[src/rtl/core/rqr_pkg.sv]
`timescale 1ns / 1ps
// package for the ready queue with removal: command and status codes,
// default slot count and the write-control group of the link/pid store
// no dependencies
package rqr_pkg;

    localparam int RQR_MAX_TASKS = 16;

    typedef enum logic [1:0] {
        CMD_PUSH   = 2'd0,
        CMD_POP    = 2'd1,
        CMD_REMOVE = 2'd2,
        CMD_FIND   = 2'd3
    } rqr_cmd_t;

    typedef enum logic [1:0] {
        STAT_OK         = 2'd0,
        STAT_QUEUED     = 2'd1,
        STAT_NOT_QUEUED = 2'd2,
        STAT_NOT_FOUND  = 2'd3
    } rqr_status_t;

    // field write enables of the store, all at one address
    typedef struct packed {
        logic next_we;
        logic prev_we;
        logic pid_we;
    } rqr_wr_t;

endpackage

[src/rtl/core/rqr_store.sv]
`timescale 1ns / 1ps
// link and process-id store of the ready queue: two synchronous memories,
// one write address and one read address per cycle, registered read data
// depends on rqr_pkg
module rqr_store #(
    parameter int MAX_TASKS = rqr_pkg::RQR_MAX_TASKS
) (
    input  logic                           clk,
    input  logic [$clog2(MAX_TASKS)-1:0]   rd_addr,
    input  rqr_pkg::rqr_wr_t               wr_ctl,
    input  logic [$clog2(MAX_TASKS)-1:0]   wr_addr,
    input  logic [$clog2(MAX_TASKS)-1:0]   wr_next,
    input  logic [$clog2(MAX_TASKS)-1:0]   wr_prev,
    input  logic [31:0]                    wr_pid,
    output logic [$clog2(MAX_TASKS)-1:0]   rd_next,
    output logic [$clog2(MAX_TASKS)-1:0]   rd_prev,
    output logic [31:0]                    rd_pid
);
    import rqr_pkg::*;

    localparam int SLOT_W = $clog2(MAX_TASKS);

    // {next, prev} per slot, each field writable on its own
    logic [2*SLOT_W-1:0] link_mem [MAX_TASKS];
    logic [31:0]         pid_mem  [MAX_TASKS];
    logic [2*SLOT_W-1:0] link_rd_reg;
    logic [31:0]         pid_rd_reg;

    always_ff @(posedge clk)
    begin
        if (wr_ctl.next_we)
        begin
            link_mem[wr_addr][2*SLOT_W-1:SLOT_W] <= wr_next;
        end
        if (wr_ctl.prev_we)
        begin
            link_mem[wr_addr][SLOT_W-1:0] <= wr_prev;
        end
        if (wr_ctl.pid_we)
        begin
            pid_mem[wr_addr] <= wr_pid;
        end
        link_rd_reg <= link_mem[rd_addr];
        pid_rd_reg  <= pid_mem[rd_addr];
    end

    assign rd_next = link_rd_reg[2*SLOT_W-1:SLOT_W];
    assign rd_prev = link_rd_reg[SLOT_W-1:0];
    assign rd_pid  = pid_rd_reg;

endmodule

[src/rtl/core/ready_queue_with_removal.sv]
`timescale 1ns / 1ps
// ready queue with removal: doubly linked fifo of task slots with current
// task tracking, idle-task fallback and search by process id
// depends on rqr_pkg and rqr_store
//
//  channel | direction | handshake            | fields
//  --------+-----------+----------------------+------------------------------------------
//  req     | in        | req_valid, req_stall | cmd, slot, pid
//  rsp     | out       | rsp_valid, rsp_stall | result_slot, result_is_idle, status,
//          |           |                      | queued_count, queue_empty
//
// one item at a time; the find walk follows one link per cycle through the
// store's single read port
// reset clears the control state and the in-queue flags at once; links and
// process ids are not cleared, they are only read for slots that were pushed
// a new item is taken while a result still waits on rsp_stall; its work
// starts once the result register is free
module ready_queue_with_removal #(
    parameter int MAX_TASKS = rqr_pkg::RQR_MAX_TASKS
) (
    input  logic        clk,
    input  logic        rst_n,
    input  logic        req_valid,
    output logic        req_stall,
    input  logic [1:0]  cmd,
    input  logic [3:0]  slot,
    input  logic [31:0] pid,
    output logic        rsp_valid,
    input  logic        rsp_stall,
    output logic [3:0]  result_slot,
    output logic        result_is_idle,
    output logic [1:0]  status,
    output logic [4:0]  queued_count,
    output logic        queue_empty
);
    import rqr_pkg::*;

    localparam int SLOT_W = $clog2(MAX_TASKS);
    localparam int CNT_W  = $clog2(MAX_TASKS + 1);

    typedef enum logic [2:0] {
        ST_IDLE,
        ST_EXEC,
        ST_PUSH_LINK,
        ST_POP_WAIT,
        ST_REM_WAIT,
        ST_REM_PREV,
        ST_FIND_CUR,
        ST_WALK
    } state_t;

    // control state
    state_t                state_reg,    state_next;
    logic [SLOT_W-1:0]     head_reg,     head_next;
    logic [SLOT_W-1:0]     tail_reg,     tail_next;
    logic [CNT_W-1:0]      count_reg,    count_next;
    logic [SLOT_W-1:0]     cur_reg,      cur_next;
    logic                  cur_idle_reg, cur_idle_next;
    logic [MAX_TASKS-1:0]  in_queue_reg, in_queue_next;
    logic [SLOT_W-1:0]     node_reg,     node_next;
    logic [CNT_W-1:0]      left_reg,     left_next;
    logic [SLOT_W-1:0]     rem_p_reg,    rem_p_next;
    logic [SLOT_W-1:0]     rem_n_reg,    rem_n_next;
    logic                  rsp_valid_reg;

    // item payload held during its work
    rqr_cmd_t              cmd_reg;
    logic [3:0]            slot_reg;
    logic [31:0]           pid_reg;

    // result register
    logic [3:0]            res_slot_reg;
    logic                  res_idle_reg;
    rqr_status_t           res_status_reg;
    logic [CNT_W-1:0]      res_count_reg;

    // store interface
    logic [SLOT_W-1:0]     rd_addr;
    rqr_wr_t               wr_ctl;
    logic [SLOT_W-1:0]     wr_addr;
    logic [SLOT_W-1:0]     wr_next;
    logic [SLOT_W-1:0]     wr_prev;
    logic [31:0]           wr_pid;
    logic [SLOT_W-1:0]     rd_next;
    logic [SLOT_W-1:0]     rd_prev;
    logic [31:0]           rd_pid;

    // result of the cycle that finishes an item
    logic                  finish;
    logic [SLOT_W-1:0]     fin_slot;
    logic                  fin_idle;
    rqr_status_t           fin_status;
    logic                  start_walk;
    logic                  end_walk;

    logic                  out_free;
    logic                  slot_ok;
    logic [SLOT_W-1:0]     slot_idx;

    rqr_store #(
        .MAX_TASKS (MAX_TASKS)
    ) u_store (
        .clk     (clk),
        .rd_addr (rd_addr),
        .wr_ctl  (wr_ctl),
        .wr_addr (wr_addr),
        .wr_next (wr_next),
        .wr_prev (wr_prev),
        .wr_pid  (wr_pid),
        .rd_next (rd_next),
        .rd_prev (rd_prev),
        .rd_pid  (rd_pid)
    );

    assign out_free  = !rsp_valid_reg || !rsp_stall;
    assign slot_ok   = int'(slot_reg) < MAX_TASKS;
    assign slot_idx  = SLOT_W'(slot_reg);
    assign req_stall = (state_reg != ST_IDLE);

    always_comb
    begin
        state_next    = state_reg;
        head_next     = head_reg;
        tail_next     = tail_reg;
        count_next    = count_reg;
        cur_next      = cur_reg;
        cur_idle_next = cur_idle_reg;
        in_queue_next = in_queue_reg;
        node_next     = node_reg;
        left_next     = left_reg;
        rem_p_next    = rem_p_reg;
        rem_n_next    = rem_n_reg;
        finish        = 1'b0;
        fin_slot      = '0;
        fin_idle      = 1'b0;
        fin_status    = STAT_OK;
        start_walk    = 1'b0;
        end_walk      = 1'b0;
        rd_addr       = head_reg;
        wr_ctl        = '0;
        wr_addr       = slot_idx;
        wr_next       = '0;
        wr_prev       = tail_reg;
        wr_pid        = pid_reg;

        case (state_reg)
            ST_IDLE:
            begin
                if (req_valid)
                begin
                    state_next = ST_EXEC;
                end
            end
            ST_EXEC:
            begin
                // wait here until the last result has been taken
                if (out_free)
                begin
                    case (cmd_reg)
                        CMD_PUSH:
                        begin
                            if (!slot_ok)
                            begin
                                finish     = 1'b1;
                                fin_status = STAT_NOT_QUEUED;
                            end
                            else if (in_queue_reg[slot_idx])
                            begin
                                finish     = 1'b1;
                                fin_status = STAT_QUEUED;
                            end
                            else
                            begin
                                // new entry: no successor, tail as predecessor
                                wr_ctl                  = '{next_we: 1'b1, prev_we: 1'b1,
                                                            pid_we: 1'b1};
                                in_queue_next[slot_idx] = 1'b1;
                                count_next              = count_reg + CNT_W'(1);
                                if (count_reg == '0)
                                begin
                                    head_next = slot_idx;
                                    tail_next = slot_idx;
                                    finish    = 1'b1;
                                end
                                else
                                begin
                                    state_next = ST_PUSH_LINK;
                                end
                            end
                        end
                        CMD_POP:
                        begin
                            if (count_reg == '0)
                            begin
                                cur_idle_next = 1'b1;
                                finish        = 1'b1;
                                fin_idle      = 1'b1;
                            end
                            else
                            begin
                                rd_addr    = head_reg;
                                state_next = ST_POP_WAIT;
                            end
                        end
                        CMD_REMOVE:
                        begin
                            if (!slot_ok || !in_queue_reg[slot_idx])
                            begin
                                finish     = 1'b1;
                                fin_status = STAT_NOT_QUEUED;
                            end
                            else
                            begin
                                rd_addr    = slot_idx;
                                state_next = ST_REM_WAIT;
                            end
                        end
                        CMD_FIND:
                        begin
                            if (!cur_idle_reg)
                            begin
                                rd_addr    = cur_reg;
                                state_next = ST_FIND_CUR;
                            end
                            else if (pid_reg == '0)
                            begin
                                finish   = 1'b1;
                                fin_idle = 1'b1;
                            end
                            else
                            begin
                                start_walk = 1'b1;
                            end
                        end
                        default:
                        begin
                            finish = 1'b1;
                        end
                    endcase
                end
            end
            ST_PUSH_LINK:
            begin
                // old tail points forward to the new entry
                wr_ctl.next_we = 1'b1;
                wr_addr        = tail_reg;
                wr_next        = slot_idx;
                tail_next      = slot_idx;
                finish         = 1'b1;
            end
            ST_POP_WAIT:
            begin
                in_queue_next[head_reg] = 1'b0;
                count_next              = count_reg - CNT_W'(1);
                if (count_reg == CNT_W'(1))
                begin
                    head_next = '0;
                    tail_next = '0;
                end
                else
                begin
                    head_next = rd_next;
                end
                cur_next      = head_reg;
                cur_idle_next = 1'b0;
                finish        = 1'b1;
                fin_slot      = head_reg;
            end
            ST_REM_WAIT:
            begin
                rem_p_next              = rd_prev;
                rem_n_next              = rd_next;
                in_queue_next[slot_idx] = 1'b0;
                count_next              = count_reg - CNT_W'(1);
                if (slot_idx == head_reg)
                begin
                    head_next = rd_next;
                end
                else
                begin
                    wr_ctl.next_we = 1'b1;
                    wr_addr        = rd_prev;
                    wr_next        = rd_next;
                end
                if (slot_idx == tail_reg)
                begin
                    tail_next = rd_prev;
                    finish    = 1'b1;
                end
                else
                begin
                    state_next = ST_REM_PREV;
                end
                if (count_reg == CNT_W'(1))
                begin
                    head_next = '0;
                    tail_next = '0;
                end
            end
            ST_REM_PREV:
            begin
                wr_ctl.prev_we = 1'b1;
                wr_addr        = rem_n_reg;
                wr_prev        = rem_p_reg;
                finish         = 1'b1;
            end
            ST_FIND_CUR:
            begin
                if (rd_pid == pid_reg)
                begin
                    finish   = 1'b1;
                    fin_slot = cur_reg;
                end
                else
                begin
                    start_walk = 1'b1;
                end
            end
            ST_WALK:
            begin
                if (rd_pid == pid_reg)
                begin
                    finish   = 1'b1;
                    fin_slot = node_reg;
                end
                else if (left_reg == CNT_W'(1))
                begin
                    end_walk = 1'b1;
                end
                else
                begin
                    node_next = rd_next;
                    left_next = left_reg - CNT_W'(1);
                    rd_addr   = rd_next;
                end
            end
            default:
            begin
                state_next = ST_IDLE;
            end
        endcase

        // walk the queue from its head, one link per cycle
        if (start_walk)
        begin
            if (count_reg == '0)
            begin
                end_walk = 1'b1;
            end
            else
            begin
                node_next  = head_reg;
                left_next  = count_reg;
                rd_addr    = head_reg;
                state_next = ST_WALK;
            end
        end

        // nothing matched: id zero names the idle task
        if (end_walk)
        begin
            finish = 1'b1;
            if (pid_reg == '0)
            begin
                fin_idle = 1'b1;
            end
            else
            begin
                fin_status = STAT_NOT_FOUND;
            end
        end

        if (finish)
        begin
            state_next = ST_IDLE;
        end
    end

    always_ff @(posedge clk or negedge rst_n)
    begin
        if (!rst_n)
        begin
            state_reg     <= ST_IDLE;
            head_reg      <= '0;
            tail_reg      <= '0;
            count_reg     <= '0;
            cur_reg       <= '0;
            cur_idle_reg  <= 1'b1;
            in_queue_reg  <= '0;
            node_reg      <= '0;
            left_reg      <= '0;
            rem_p_reg     <= '0;
            rem_n_reg     <= '0;
            rsp_valid_reg <= 1'b0;
        end
        else
        begin
            state_reg    <= state_next;
            head_reg     <= head_next;
            tail_reg     <= tail_next;
            count_reg    <= count_next;
            cur_reg      <= cur_next;
            cur_idle_reg <= cur_idle_next;
            in_queue_reg <= in_queue_next;
            node_reg     <= node_next;
            left_reg     <= left_next;
            rem_p_reg    <= rem_p_next;
            rem_n_reg    <= rem_n_next;
            if (finish)
            begin
                rsp_valid_reg <= 1'b1;
            end
            else if (!rsp_stall)
            begin
                rsp_valid_reg <= 1'b0;
            end
        end
    end

    // payload registers, no reset
    always_ff @(posedge clk)
    begin
        if (state_reg == ST_IDLE && req_valid)
        begin
            cmd_reg  <= rqr_cmd_t'(cmd);
            slot_reg <= slot;
            pid_reg  <= pid;
        end
        if (finish)
        begin
            res_slot_reg   <= 4'(fin_slot);
            res_idle_reg   <= fin_idle;
            res_status_reg <= fin_status;
            res_count_reg  <= count_next;
        end
    end

    assign rsp_valid      = rsp_valid_reg;
    assign result_slot    = res_slot_reg;
    assign result_is_idle = res_idle_reg;
    assign status         = res_status_reg;
    assign queued_count   = 5'(res_count_reg);
    assign queue_empty    = (res_count_reg == '0);

    // entry count always matches the in-queue flags
    a_count_matches_flags: assert property (@(posedge clk) disable iff (!rst_n)
        count_reg == CNT_W'($countones(in_queue_reg)))
        else $error("entry count differs from in-queue flags");

    // empty queue parks head and tail at zero
    a_empty_ends_zero: assert property (@(posedge clk) disable iff (!rst_n)
        (count_reg == '0) |-> (head_reg == '0 && tail_reg == '0))
        else $error("empty queue with nonzero head or tail");

    // head and tail of a nonempty queue are queued slots
    a_ends_queued: assert property (@(posedge clk) disable iff (!rst_n)
        (count_reg != '0) |-> (in_queue_reg[head_reg] && in_queue_reg[tail_reg]))
        else $error("head or tail not marked in queue");

    // a result is only produced when the result register is free
    a_no_overwrite: assert property (@(posedge clk) disable iff (!rst_n)
        finish |-> out_free)
        else $error("result register overwritten");

endmodule
[config.mk]
export PLATFORM = sky130hd
export DESIGN_NAME = ready_queue_with_removal
export DESIGN_NICKNAME = d
export VERILOG_FILES = /design/src/rtl/core/rqr_pkg.sv /design/src/rtl/core/rqr_store.sv /design/src/rtl/core/ready_queue_with_removal.sv
export SDC_FILE = /design/constraint.sdc
export NUM_CORES = 1
export LEC_CHECK = 0
export BUFFER_PORTS_ARGS = -buffer_cell sky130_fd_sc_hd__clkbuf_2
export CAP_MARGIN = 25
export CORE_UTILIZATION = 50
export CTS_CLUSTER_DIAMETER = 100
export DETAILED_ROUTE_END_ITERATION = 6
export PLACE_DENSITY = 0.62
export SLEW_MARGIN = 20
export SYNTH_ARGS = -nofsm -noshare
export SYNTH_HDL_FRONTEND = slang
export SYNTH_SLANG_ARGS = --single-unit
[constraint.sdc]
create_clock -name clk -period 4.5 [get_ports clk]
set_clock_uncertainty 0.15 [all_clocks]
set_input_delay 1.35 -clock clk [delete_from_list [all_inputs] [get_ports clk]]
set_output_delay 1.35 -clock clk [all_outputs]
set_load 0.01 [all_outputs]
==> results.sh, run 1 <==
export IMPL_status="complete, no violations"
export IMPL_cts_htree_levels=3
export IMPL_synth_ff_latch_count=785
export IMPL_route_detailed_drc=0
export IMPL_ys_warn_count=0
export IMPL_final_common_cell="edfxtp_1"
export IMPL_end_kind="flip-flop"
export IMPL_place_congestion=0.906
export IMPL_cp_max_fo=24
export IMPL_vdd_ir_drop_max_mv=0.575
export IMPL_cts_buffers=84
export IMPL_finalInstanceArea_sq_mm=0.0359
export IMPL_track_usage_pct=24.0
export IMPL_min_period_ps=4130
export IMPL_cts_root_buffer="clkbuf_16"
export IMPL_drive_gt1_share_pct=27.3
export IMPL_largest_reg_flops=512
export IMPL_routedWlPerCell_um=27.5
export IMPL_coreArea_sq_mm=0.0605
export IMPL_first_pass_iters=5
export IMPL_die_area_sq_mm=0.0624
export IMPL_finalCritPeriodShare_pct=91.9
export IMPL_drv_cap=0
export IMPL_synthFlopType="edfxtp_1"
export IMPL_clockBufferDepth=3
export IMPL_finalHoldViolations=0
export IMPL_crit_family="compound AO/OA/AOI/OAI gates"
export IMPL_holdPathStages=2
export IMPL_leakage_nw=12.2
export IMPL_cp_num_buf_inv=3
export IMPL_r2r_setup_slack_ps=370
export IMPL_rsz0062_at_grt="no"
export IMPL_regToRegEndpoint="u_store.rd_pid[28]"
export IMPL_dpl_hpwl_mm=43.6
export IMPL_via_count=16291
export IMPL_n_fill_cell=4377
export IMPL_rows=90
export IMPL_seq_area_frac_synth_pct=74.6
export IMPL_layout_common_cells="edfxtp_1, mux4_2, nand2_1"
export IMPL_r2r_cells=12
export IMPL_cts_hold_buf=0
export IMPL_slew_headroom_pct=46.8
export IMPL_ant_nets=0
export IMPL_area_growth_pct=17.1
export IMPL_grt_overflow_total=0
export IMPL_setup_viol=0
export IMPL_hp_start="u_store.link_rd_reg[1]"
export IMPL_antenna_found_initial=0
export IMPL_first_global_vias=16728
export IMPL_max_freq_ghz=0.242
export IMPL_setup_worst_path_start="pid_reg[14]"
export IMPL_synth_area_per_cell_sq_um=18.8
export IMPL_arrival_ps=4480
export IMPL_diodes=0
export IMPL_largest_register="u_store.pid_mem"
export IMPL_grt_pass1_wl_mm=110
export IMPL_die_x_um=250
export IMPL_synth_area_sq_mm=0.0307
export IMPL_fin_tns_setup_ps=0
export IMPL_drt_iter0_drc=1519
export IMPL_mappedNetlistNets=1682
export IMPL_wirelength_mm=73.3
export IMPL_start_util_pct=50.7
export IMPL_path_clk_slew_ps=60
export IMPL_place_area_sq_mm=0.0331
export IMPL_worstSetupPathType="flip-flop to flip-flop"
export IMPL_die_h_um=250
export IMPL_numPortBuffers=56
export IMPL_clkSinkCount=785
export IMPL_clock_latency_ps=630
export IMPL_power_density_mw_per_mm2=702
export IMPL_crit_chain="xnor2_1 -> nand4_1 -> nor4_4 -> buf_4 -> a211oi_2 -> a211oi_2 -> o22ai_4 -> buf_12 -> buf_12 -> mux4_2 -> a22oi_1 -> nand2_1"
export IMPL_hold_end="rem_p_reg[1]"
export IMPL_synth_async_sr_flop_share_pct=7.01
export IMPL_cts_resized_gates=0
export IMPL_io_pins=57
export IMPL_cts_tree="built"
export IMPL_via_per_inst=6.10
export IMPL_netlist_instances=1634
export IMPL_min_path_type="flip-flop to flip-flop"
export IMPL_critical_path_max_stage_delay_ps=760
export IMPL_cts_setup_buffers=0
export IMPL_synth_edf_count=690
export IMPL_tightest_slew_ps=798
export IMPL_yosysUniqueCellTypes=69
export IMPL_fin_nets=1866
export IMPL_startpoint_type="flip-flop"
export IMPL_reg_top3="u_store.pid_mem x512, u_store.link_mem x128"
export IMPL_total_power_mw=25.2
export IMPL_crit_path_top_delay_cell="edfxtp_1"
export IMPL_worstPathRequired_ps=4850
export IMPL_r2r_start="pid_reg[14]"
export IMPL_maxSlewViolCount=0
export IMPL_final_core_util_pct=59.4
export IMPL_grt_max_degree=39
==> cell usage after synthesis (all sizes together), types with 3 or more instances <==
cell    instances  area (sq um)
a211oi          8          70.1
a21oi          35           175
a221o           3          30.0
a221oi         18           164
a22o            4          35.0
a22oi          94           706
and2            6          37.5
and3            6          37.5
buf            26           213
clkbuf         57           214
dfrtp          54          1350
dfxtp          40           801
edfxtp        690         20700
ha              6          75.1
inv            14          52.6
mux2           10           113
mux2i          10           100
mux4          162          3650
nand2         130           490
nand2b          4          25.0
nand3           9          45.0
nand4          10          62.6
nor2           88           330
nor2b           6          37.5
nor3           10          61.3
nor4           13           111
o21ai          23           115
o221ai          3          26.3
o22ai           6          50.0
o32ai           3          26.3
or3             5          36.3
xnor2          37           324
xor2            8          70.1
==> worst max path at each step <==
stage | end | cells after the start | slack (ps)
finish | u_store.rd_pid[28] | 12 | 370
global route | u_store.rd_pid[25] | 12 | 110
CTS | u_store.rd_pid[28] | 12 | 350
detailed placement | u_store.rd_pid[28] | 13 | 90
global placement | u_store.rd_pid[28] | 13 | 110
floorplan | u_store.pid_mem[0][0] | 7 | 250
==> stage by stage <==
stage | std cells | worst slack, ps | hold WS, ps
6_report | 2669 | 365 | 313
5_1_grt | 2669 | 109 | 355
4_1_cts | 2667 | 353 | 315
3_5_place_dp | 2512 | 93.8 | 301
3_3_place_gp | 2512 | 115 | 298
2_1_floorplan | 1634 | 253 | 275
==> area by class of cell <==
cell class,count,area (sq um),share of cell area (%)
clock inverters,39,448,1.25
repair buffers,181,1700,4.73
well taps,782,978,2.72
clock buffers,116,2380,6.61
multi-input cells,751,7480,20.8
inverters,15,56.3,0.157
flip-flops and latches,785,22900,63.7
==> cells by family (layout without fill, tap and decap cells) <==
logic type / after synthesis / in the layout / synth area share, %
flip-flops: 785 / 785 / 74.6
AND/OR/NAND/NOR: 296 / 296 / 4.42
AO/OA/AOI/OAI: 222 / 222 / 5.27
multiplexers: 182 / 182 / 12.6
buffers and inverters: 98 / 351 / 1.57
XOR/XNOR: 45 / 45 / 1.28
adder cells (fa/ha/maj): 6 / 6 / 0.245
==> power by group <==
part	switching [mW]	internal [mW]	total (mW)
combinational	4.62	3.99	8.61
clock	2.77	4.21	6.99
sequential	0.598	9.04	9.64
total	7.99	17.2	25.2
==> worst min-delay path, cell delays in order (launching register included) <==
cell	delay, ps
dfxtp_1	330
nand2_1	60
nand2_1	40
==> layer usage <==
layer / share of wire [%] / global-route usage [%] / routed length, um / vias up
met4: 1.9 / 5.73 / 1430 / 0
met3: 5.7 / 3.70 / 4200 / 99
met5: 0 / 0 / 0 / -
met2: 49 / 38.9 / 35900 / 576
li1: - / - / - / 7013
met1: 43 / 34.5 / 31700 / 8603
(Power assumes the default switching activity.)
==> run 2: changes to the inputs <==
- CORE_UTILIZATION: 50 -> 55
- PLACE_DENSITY: 0.62 -> 0.67
==> results.sh, run 2 (synthesis gave the netlist of run 1 again) <==
export IMPL_startpoint_type="flip-flop"
export IMPL_grt_max_degree=45
export IMPL_die_area_sq_mm=0.0567
export IMPL_holdPathStages=2
export IMPL_finalHoldViolations=0
export IMPL_tightest_slew_ps=766
export IMPL_hp_start="u_store.link_rd_reg[2]"
export IMPL_worstPathRequired_ps=4870
export IMPL_rows=86
export IMPL_finalCritPeriodShare_pct=93.0
export IMPL_power_switching_mw=7.87
export IMPL_crit_chain="nor4_2 -> buf_4 -> nand4_1 -> buf_4 -> nor2_1 -> nor3_4 -> a21o_1 -> o22ai_4 -> buf_12 -> buf_12 -> mux4_2 -> a22oi_1 -> nand2_1"
export IMPL_first_pass_iters=5
export IMPL_crit_path_top_delay_cell="edfxtp_1"
export IMPL_fin_nets=1834
export IMPL_clock_latency_ps=640
export IMPL_min_period_ps=4180
export IMPL_wirelength_mm=71.2
export IMPL_via_count=16230
export IMPL_ant_nets=0
export IMPL_numPortBuffers=56
export IMPL_r2r_cells=13
export IMPL_grt_overflow_total=0
export IMPL_cts_root_buffer="clkbuf_16"
export IMPL_clkSinkCount=785
export IMPL_routedWlPerCell_um=27.4
export IMPL_path_clk_slew_ps=60
export IMPL_timing_final_ws_setup_ps=315
export IMPL_cts_htree_levels=3
export IMPL_slew_headroom_pct=48.8
export IMPL_start_util_pct=55.7
export IMPL_io_pins=57
export IMPL_fin_cells=2601
export IMPL_coreArea_sq_mm=0.0551
export IMPL_fin_hold_ws_ps=323
export IMPL_via_per_inst=6.24
export IMPL_fin_tns_setup_ps=0
export IMPL_die_x_um=238
export IMPL_p_seq_share_pct=39.7
export IMPL_setup_viol=0
export IMPL_maxSlewViolCount=0
export IMPL_comb_power_share_pct=33.9
export IMPL_place_area_sq_mm=0.0328
export IMPL_layout_common_cells="edfxtp_1, mux4_2, nand2_1"
export IMPL_place_congestion=0.874
export IMPL_min_path_type="flip-flop to flip-flop"
export IMPL_cts_setup_buffers=0
export IMPL_cp_max_fo=20
export IMPL_vdd_ir_drop_max_mv=0.601
export IMPL_cts_buffers=79
export IMPL_finalInstanceArea_sq_mm=0.0354
export IMPL_worstSetupPathType="flip-flop to flip-flop"
export IMPL_drv_cap=0
export IMPL_p_sw_share_pct=32.2
export IMPL_grt_pass1_wl_mm=107
export IMPL_route_detailed_drc=0
export IMPL_arrival_ps=4550
export IMPL_drive_gt1_share_pct=26.1
export IMPL_diodes=0
export IMPL_rsz0062_at_grt="no"
export IMPL_antenna_found_initial=0
export IMPL_placedCellCount=2453
export IMPL_power_internal_mw=16.6
export IMPL_final_common_cell="edfxtp_1"
export IMPL_regToRegEndpoint="u_store.rd_pid[29]"
export IMPL_area_growth_pct=15.3
export IMPL_end_kind="flip-flop"
export IMPL_leakage_nw=11.9
export IMPL_clkPwrFrac_pct=26.4
export IMPL_n_fill_cell=3796
export IMPL_status="complete, no violations"
export IMPL_dp_slack_ps=37.9
export IMPL_critical_path_max_stage_delay_ps=630
export IMPL_largest_reg_flops=512
export IMPL_dpl_hpwl_mm=40.6
export IMPL_max_freq_ghz=0.239
export IMPL_total_power_mw=24.4
export IMPL_r2r_setup_slack_ps=320
export IMPL_track_usage_pct=26.0
export IMPL_largest_register="u_store.pid_mem"
export IMPL_drt_iter0_drc=1770
export IMPL_hold_end="rem_p_reg[2]"
export IMPL_final_core_util_pct=64.2
export IMPL_clockBufferDepth=3
export IMPL_reg_top3="u_store.pid_mem x512, u_store.link_mem x128"
export IMPL_r2r_start="pid_reg[1]"
export IMPL_power_density_mw_per_mm2=691
export IMPL_first_global_vias=16549
export IMPL_cts_tree="built"
export IMPL_die_h_um=238
## run 2: cell types whose count changed in the layout (fill, tap and decap cells not counted), sizes merged
cell	change
buf	-27
bufinv	-4
clkbuf	-4
inv	+3
clkinv	-2
## run 2: how the worst max path moves through the flow
stage | from | slack (ps) | endpoint | cells past startpoint
after global routing | pid_reg[1] | 120 | u_store.rd_pid[28] | 13
final | pid_reg[1] | 320 | u_store.rd_pid[29] | 13
after global placement | pid_reg[1] | 170 | u_store.link_rd_reg[5] | 13
after floorplan | rsp_stall | 250 | u_store.pid_mem[0][0] | 7
after CTS | pid_reg[1] | 270 | u_store.rd_pid[29] | 13
after detailed placement | pid_reg[1] | 40 | u_store.rd_pid[29] | 13
## run 2: critical path, delay by kind of cell, from the launching register on
family	cells	cell delay, ps
simple gates	5	1170
buf+inv	4	930
flops	1	630
compound gates	3	620
mux	1	530
## run 2: power by group through the flow
| stage | combinational (mW) | sequential, mW | clock (mW) |
|---|---|---|---|
| 2_1_floorplan | 5.63 | 9.61 | 0 |
| 3_3_place_gp | 8.19 | 9.80 | 0 |
| 3_5_place_dp | 8.32 | 9.82 | 0 |
| 4_1_cts | 8.35 | 9.69 | 6.56 |
| 5_1_grt | 8.90 | 9.77 | 6.83 |
| 6_report | 8.29 | 9.70 | 6.46 |
## run 2: metal layers
metal  wire [um]  vias up  GRT usage [%]
met4        1810        0           7.94
met5           0        -              0
met1       29500     8515           37.3
met3        5010      126           3.89
met2       34800      653           41.7
li1            -     6936              -
## run 2: timing repair
| item | CTS | global route |
|---|---|---|
| resized for setup | 1 | 0 |
| hold buffers | 0 | 0 |
| endpoints found under the setup margin | 2 | 0 |
## run 2: area by class of cell
| type | count | area, sq um | area share, % |
|---|---|---|---|
| sequential | 785 | 22900 | 64.7 |
| multi-input combinational | 751 | 7490 | 21.2 |
| clock buffer | 112 | 2190 | 6.19 |
| timing repair buffer | 154 | 1460 | 4.12 |
| tap | 748 | 936 | 2.64 |
| clock inverter | 36 | 362 | 1.02 |
| inverter | 15 | 56.3 | 0.159 |
==> run 3: changes to the inputs <==
- CORE_ASPECT_RATIO: default -> 0.75
==> results.sh, run 3 (synthesis gave the netlist of run 1 again) <==
export IMPL_layout_common_cells="edfxtp_1, mux4_2, nand2_1"
export IMPL_slew_headroom_pct=40.5
export IMPL_end_kind="flip-flop"
export IMPL_routedWlPerCell_um=27.6
export IMPL_die_x_um=275
export IMPL_crit_chain="xnor2_1 -> nand4_1 -> nor4_4 -> buf_4 -> a211oi_2 -> a211oi_2 -> o22ai_4 -> buf_12 -> buf_12 -> mux4_2 -> a22oi_1 -> nand2_1"
export IMPL_fin_nets=1833
export IMPL_regToRegEndpoint="u_store.link_rd_reg[0]"
export IMPL_reg_top3="u_store.pid_mem x512, u_store.link_mem x128"
export IMPL_leakage_nw=11.8
export IMPL_drv_cap=0
export IMPL_hold_end="rem_p_reg[1]"
export IMPL_first_global_vias=15954
export IMPL_rsz0062_at_grt="no"
export IMPL_violations="DRC"
export IMPL_placedCellCount=2431
export IMPL_final_core_util_pct=64.2
export IMPL_finalHoldViolations=0
export IMPL_r2r_start="pid_reg[29]"
export IMPL_hp_start="rem_p_reg[1]"
export IMPL_dpl_hpwl_mm=41.4
export IMPL_clockBufferDepth=3
export IMPL_timing_final_ws_setup_ps=298
export IMPL_track_usage_pct=25.6
export IMPL_diodes=0
export IMPL_place_area_sq_mm=0.0328
export IMPL_max_freq_ghz=0.238
export IMPL_area_growth_pct=14.6
export IMPL_power_internal_mw=16.3
export IMPL_grt_max_degree=49
export IMPL_largest_reg_flops=512
export IMPL_grt_pass1_wl_mm=104
export IMPL_place_congestion=0.896
export IMPL_startpoint_type="flip-flop"
export IMPL_antenna_found_initial=0
export IMPL_total_power_mw=24.1
export IMPL_r2r_cells=12
export IMPL_worstSetupPathType="flip-flop to flip-flop"
export IMPL_r2r_setup_slack_ps=300
export IMPL_final_common_cell="edfxtp_1"
export IMPL_start_util_pct=56.0
export IMPL_die_area_sq_mm=0.0567
export IMPL_cts_root_buffer="clkbuf_16"
export IMPL_drive_gt1_share_pct=25.6
export IMPL_cts_tree="built"
export IMPL_via_count=16281
export IMPL_clock_latency_ps=630
export IMPL_cts_setup_buffers=0
export IMPL_dp_slack_ps=204
export IMPL_largest_register="u_store.pid_mem"
export IMPL_first_pass_iters=7
export IMPL_grt_overflow_total=0
export IMPL_clkPwrFrac_pct=24.9
export IMPL_p_seq_share_pct=40.2
export IMPL_drt_iter0_drc=1713
export IMPL_cp_max_fo=18
export IMPL_crit_path_top_delay_cell="edfxtp_1"
export IMPL_wirelength_mm=71.0
export IMPL_setup_viol=0
export IMPL_cts_resized_gates=0
export IMPL_p_sw_share_pct=32.4
export IMPL_power_switching_mw=7.80
export IMPL_ant_nets=0
export IMPL_status="finished with violations"
export IMPL_clkSinkCount=785
export IMPL_fin_tns_setup_ps=0
export IMPL_coreArea_sq_mm=0.0548
export IMPL_numPortBuffers=56
export IMPL_route_detailed_drc=3
export IMPL_cts_buffers=74
export IMPL_cts_htree_levels=3
export IMPL_vdd_ir_drop_max_mv=0.395
export IMPL_via_per_inst=6.34
export IMPL_finalCritPeriodShare_pct=93.4
export IMPL_critical_path_max_stage_delay_ps=770
export IMPL_io_pins=57
export IMPL_rows=74
export IMPL_comb_power_share_pct=34.8
export IMPL_fin_cells=2568
export IMPL_min_period_ps=4200
export IMPL_die_h_um=207
export IMPL_crit_family="compound AO/OA/AOI/OAI gates"
export IMPL_fin_hold_ws_ps=325
export IMPL_arrival_ps=4550
export IMPL_cts_hold_buf=0
export IMPL_power_density_mw_per_mm2=685
export IMPL_holdPathStages=2
export IMPL_maxSlewViolCount=0
export IMPL_path_clk_slew_ps=60
export IMPL_tightest_slew_ps=893
export IMPL_worstPathRequired_ps=4850
export IMPL_min_path_type="flip-flop to flip-flop"
export IMPL_cp_num_buf_inv=3
export IMPL_finalInstanceArea_sq_mm=0.0352
==> run 3: changes by cell type in the layout (fill, tap and decap cells not counted), sizes merged <==
| cell | previous run | this run |
|---|---|---|
| buf | 98 | 102 |
| clkbuf | 168 | 165 |
| clkinvlp | 3 | 1 |
| inv | 20 | 16 |
| clkinv | 23 | 24 |
| bufinv | 5 | 2 |
==> run 3: worst max path at each step <==
stage / start / endpoint / slack (ps) / cells after the start
4_1_cts: pid_reg[29] / u_store.link_rd_reg[0] / 360 / 12
3_3_place_gp: rsp_stall / u_store.link_rd_reg[0] / 260 / 12
2_1_floorplan: rsp_stall / u_store.pid_mem[0][0] / 250 / 7
5_1_grt: pid_reg[29] / u_store.rd_pid[27] / 90 / 12
3_5_place_dp: rsp_stall / u_store.link_rd_reg[0] / 200 / 12
6_report: pid_reg[29] / u_store.link_rd_reg[0] / 300 / 12
==> run 3: power by group through the flow <==
stage | Clock [mW] | Combinational (mW) | Sequential [mW]
finish | 6.00 | 8.39 | 9.69
CTS | 6.11 | 8.44 | 9.67
global placement | 0 | 8.30 | 9.80
detailed placement | 0 | 8.41 | 9.82
floorplan | 0 | 5.63 | 9.61
global route | 6.35 | 9.06 | 9.76
==> run 3: layout make-up <==
cell class / count / area, sq um
clock buffer: 109 / 2100
clock inverter: 28 / 224
timing repair buffer: 158 / 1510
sequential: 785 / 22900
multi-input combinational: 751 / 7480
fill: 3735 / 19600
tap: 722 / 903
inverter: 15 / 56.3
==> run 3: per-layer routing <==
| metal | vias up | share of wire (%) | global-route usage (%) |
|---|---|---|---|
| met5 | - | 0 | 0 |
| met4 | 0 | 1.7 | 5.62 |
| met3 | 90 | 9.2 | 5.76 |
| met2 | 758 | 44 | 37.0 |
| met1 | 8506 | 45 | 40.2 |
| li1 | 6927 | - | - |
==> run 3: tightest hold or removal path, stage by stage (launching register included) <==
cell     delay (ps)
dfrtp_1         340
nand2_1          50
nand2_1          50
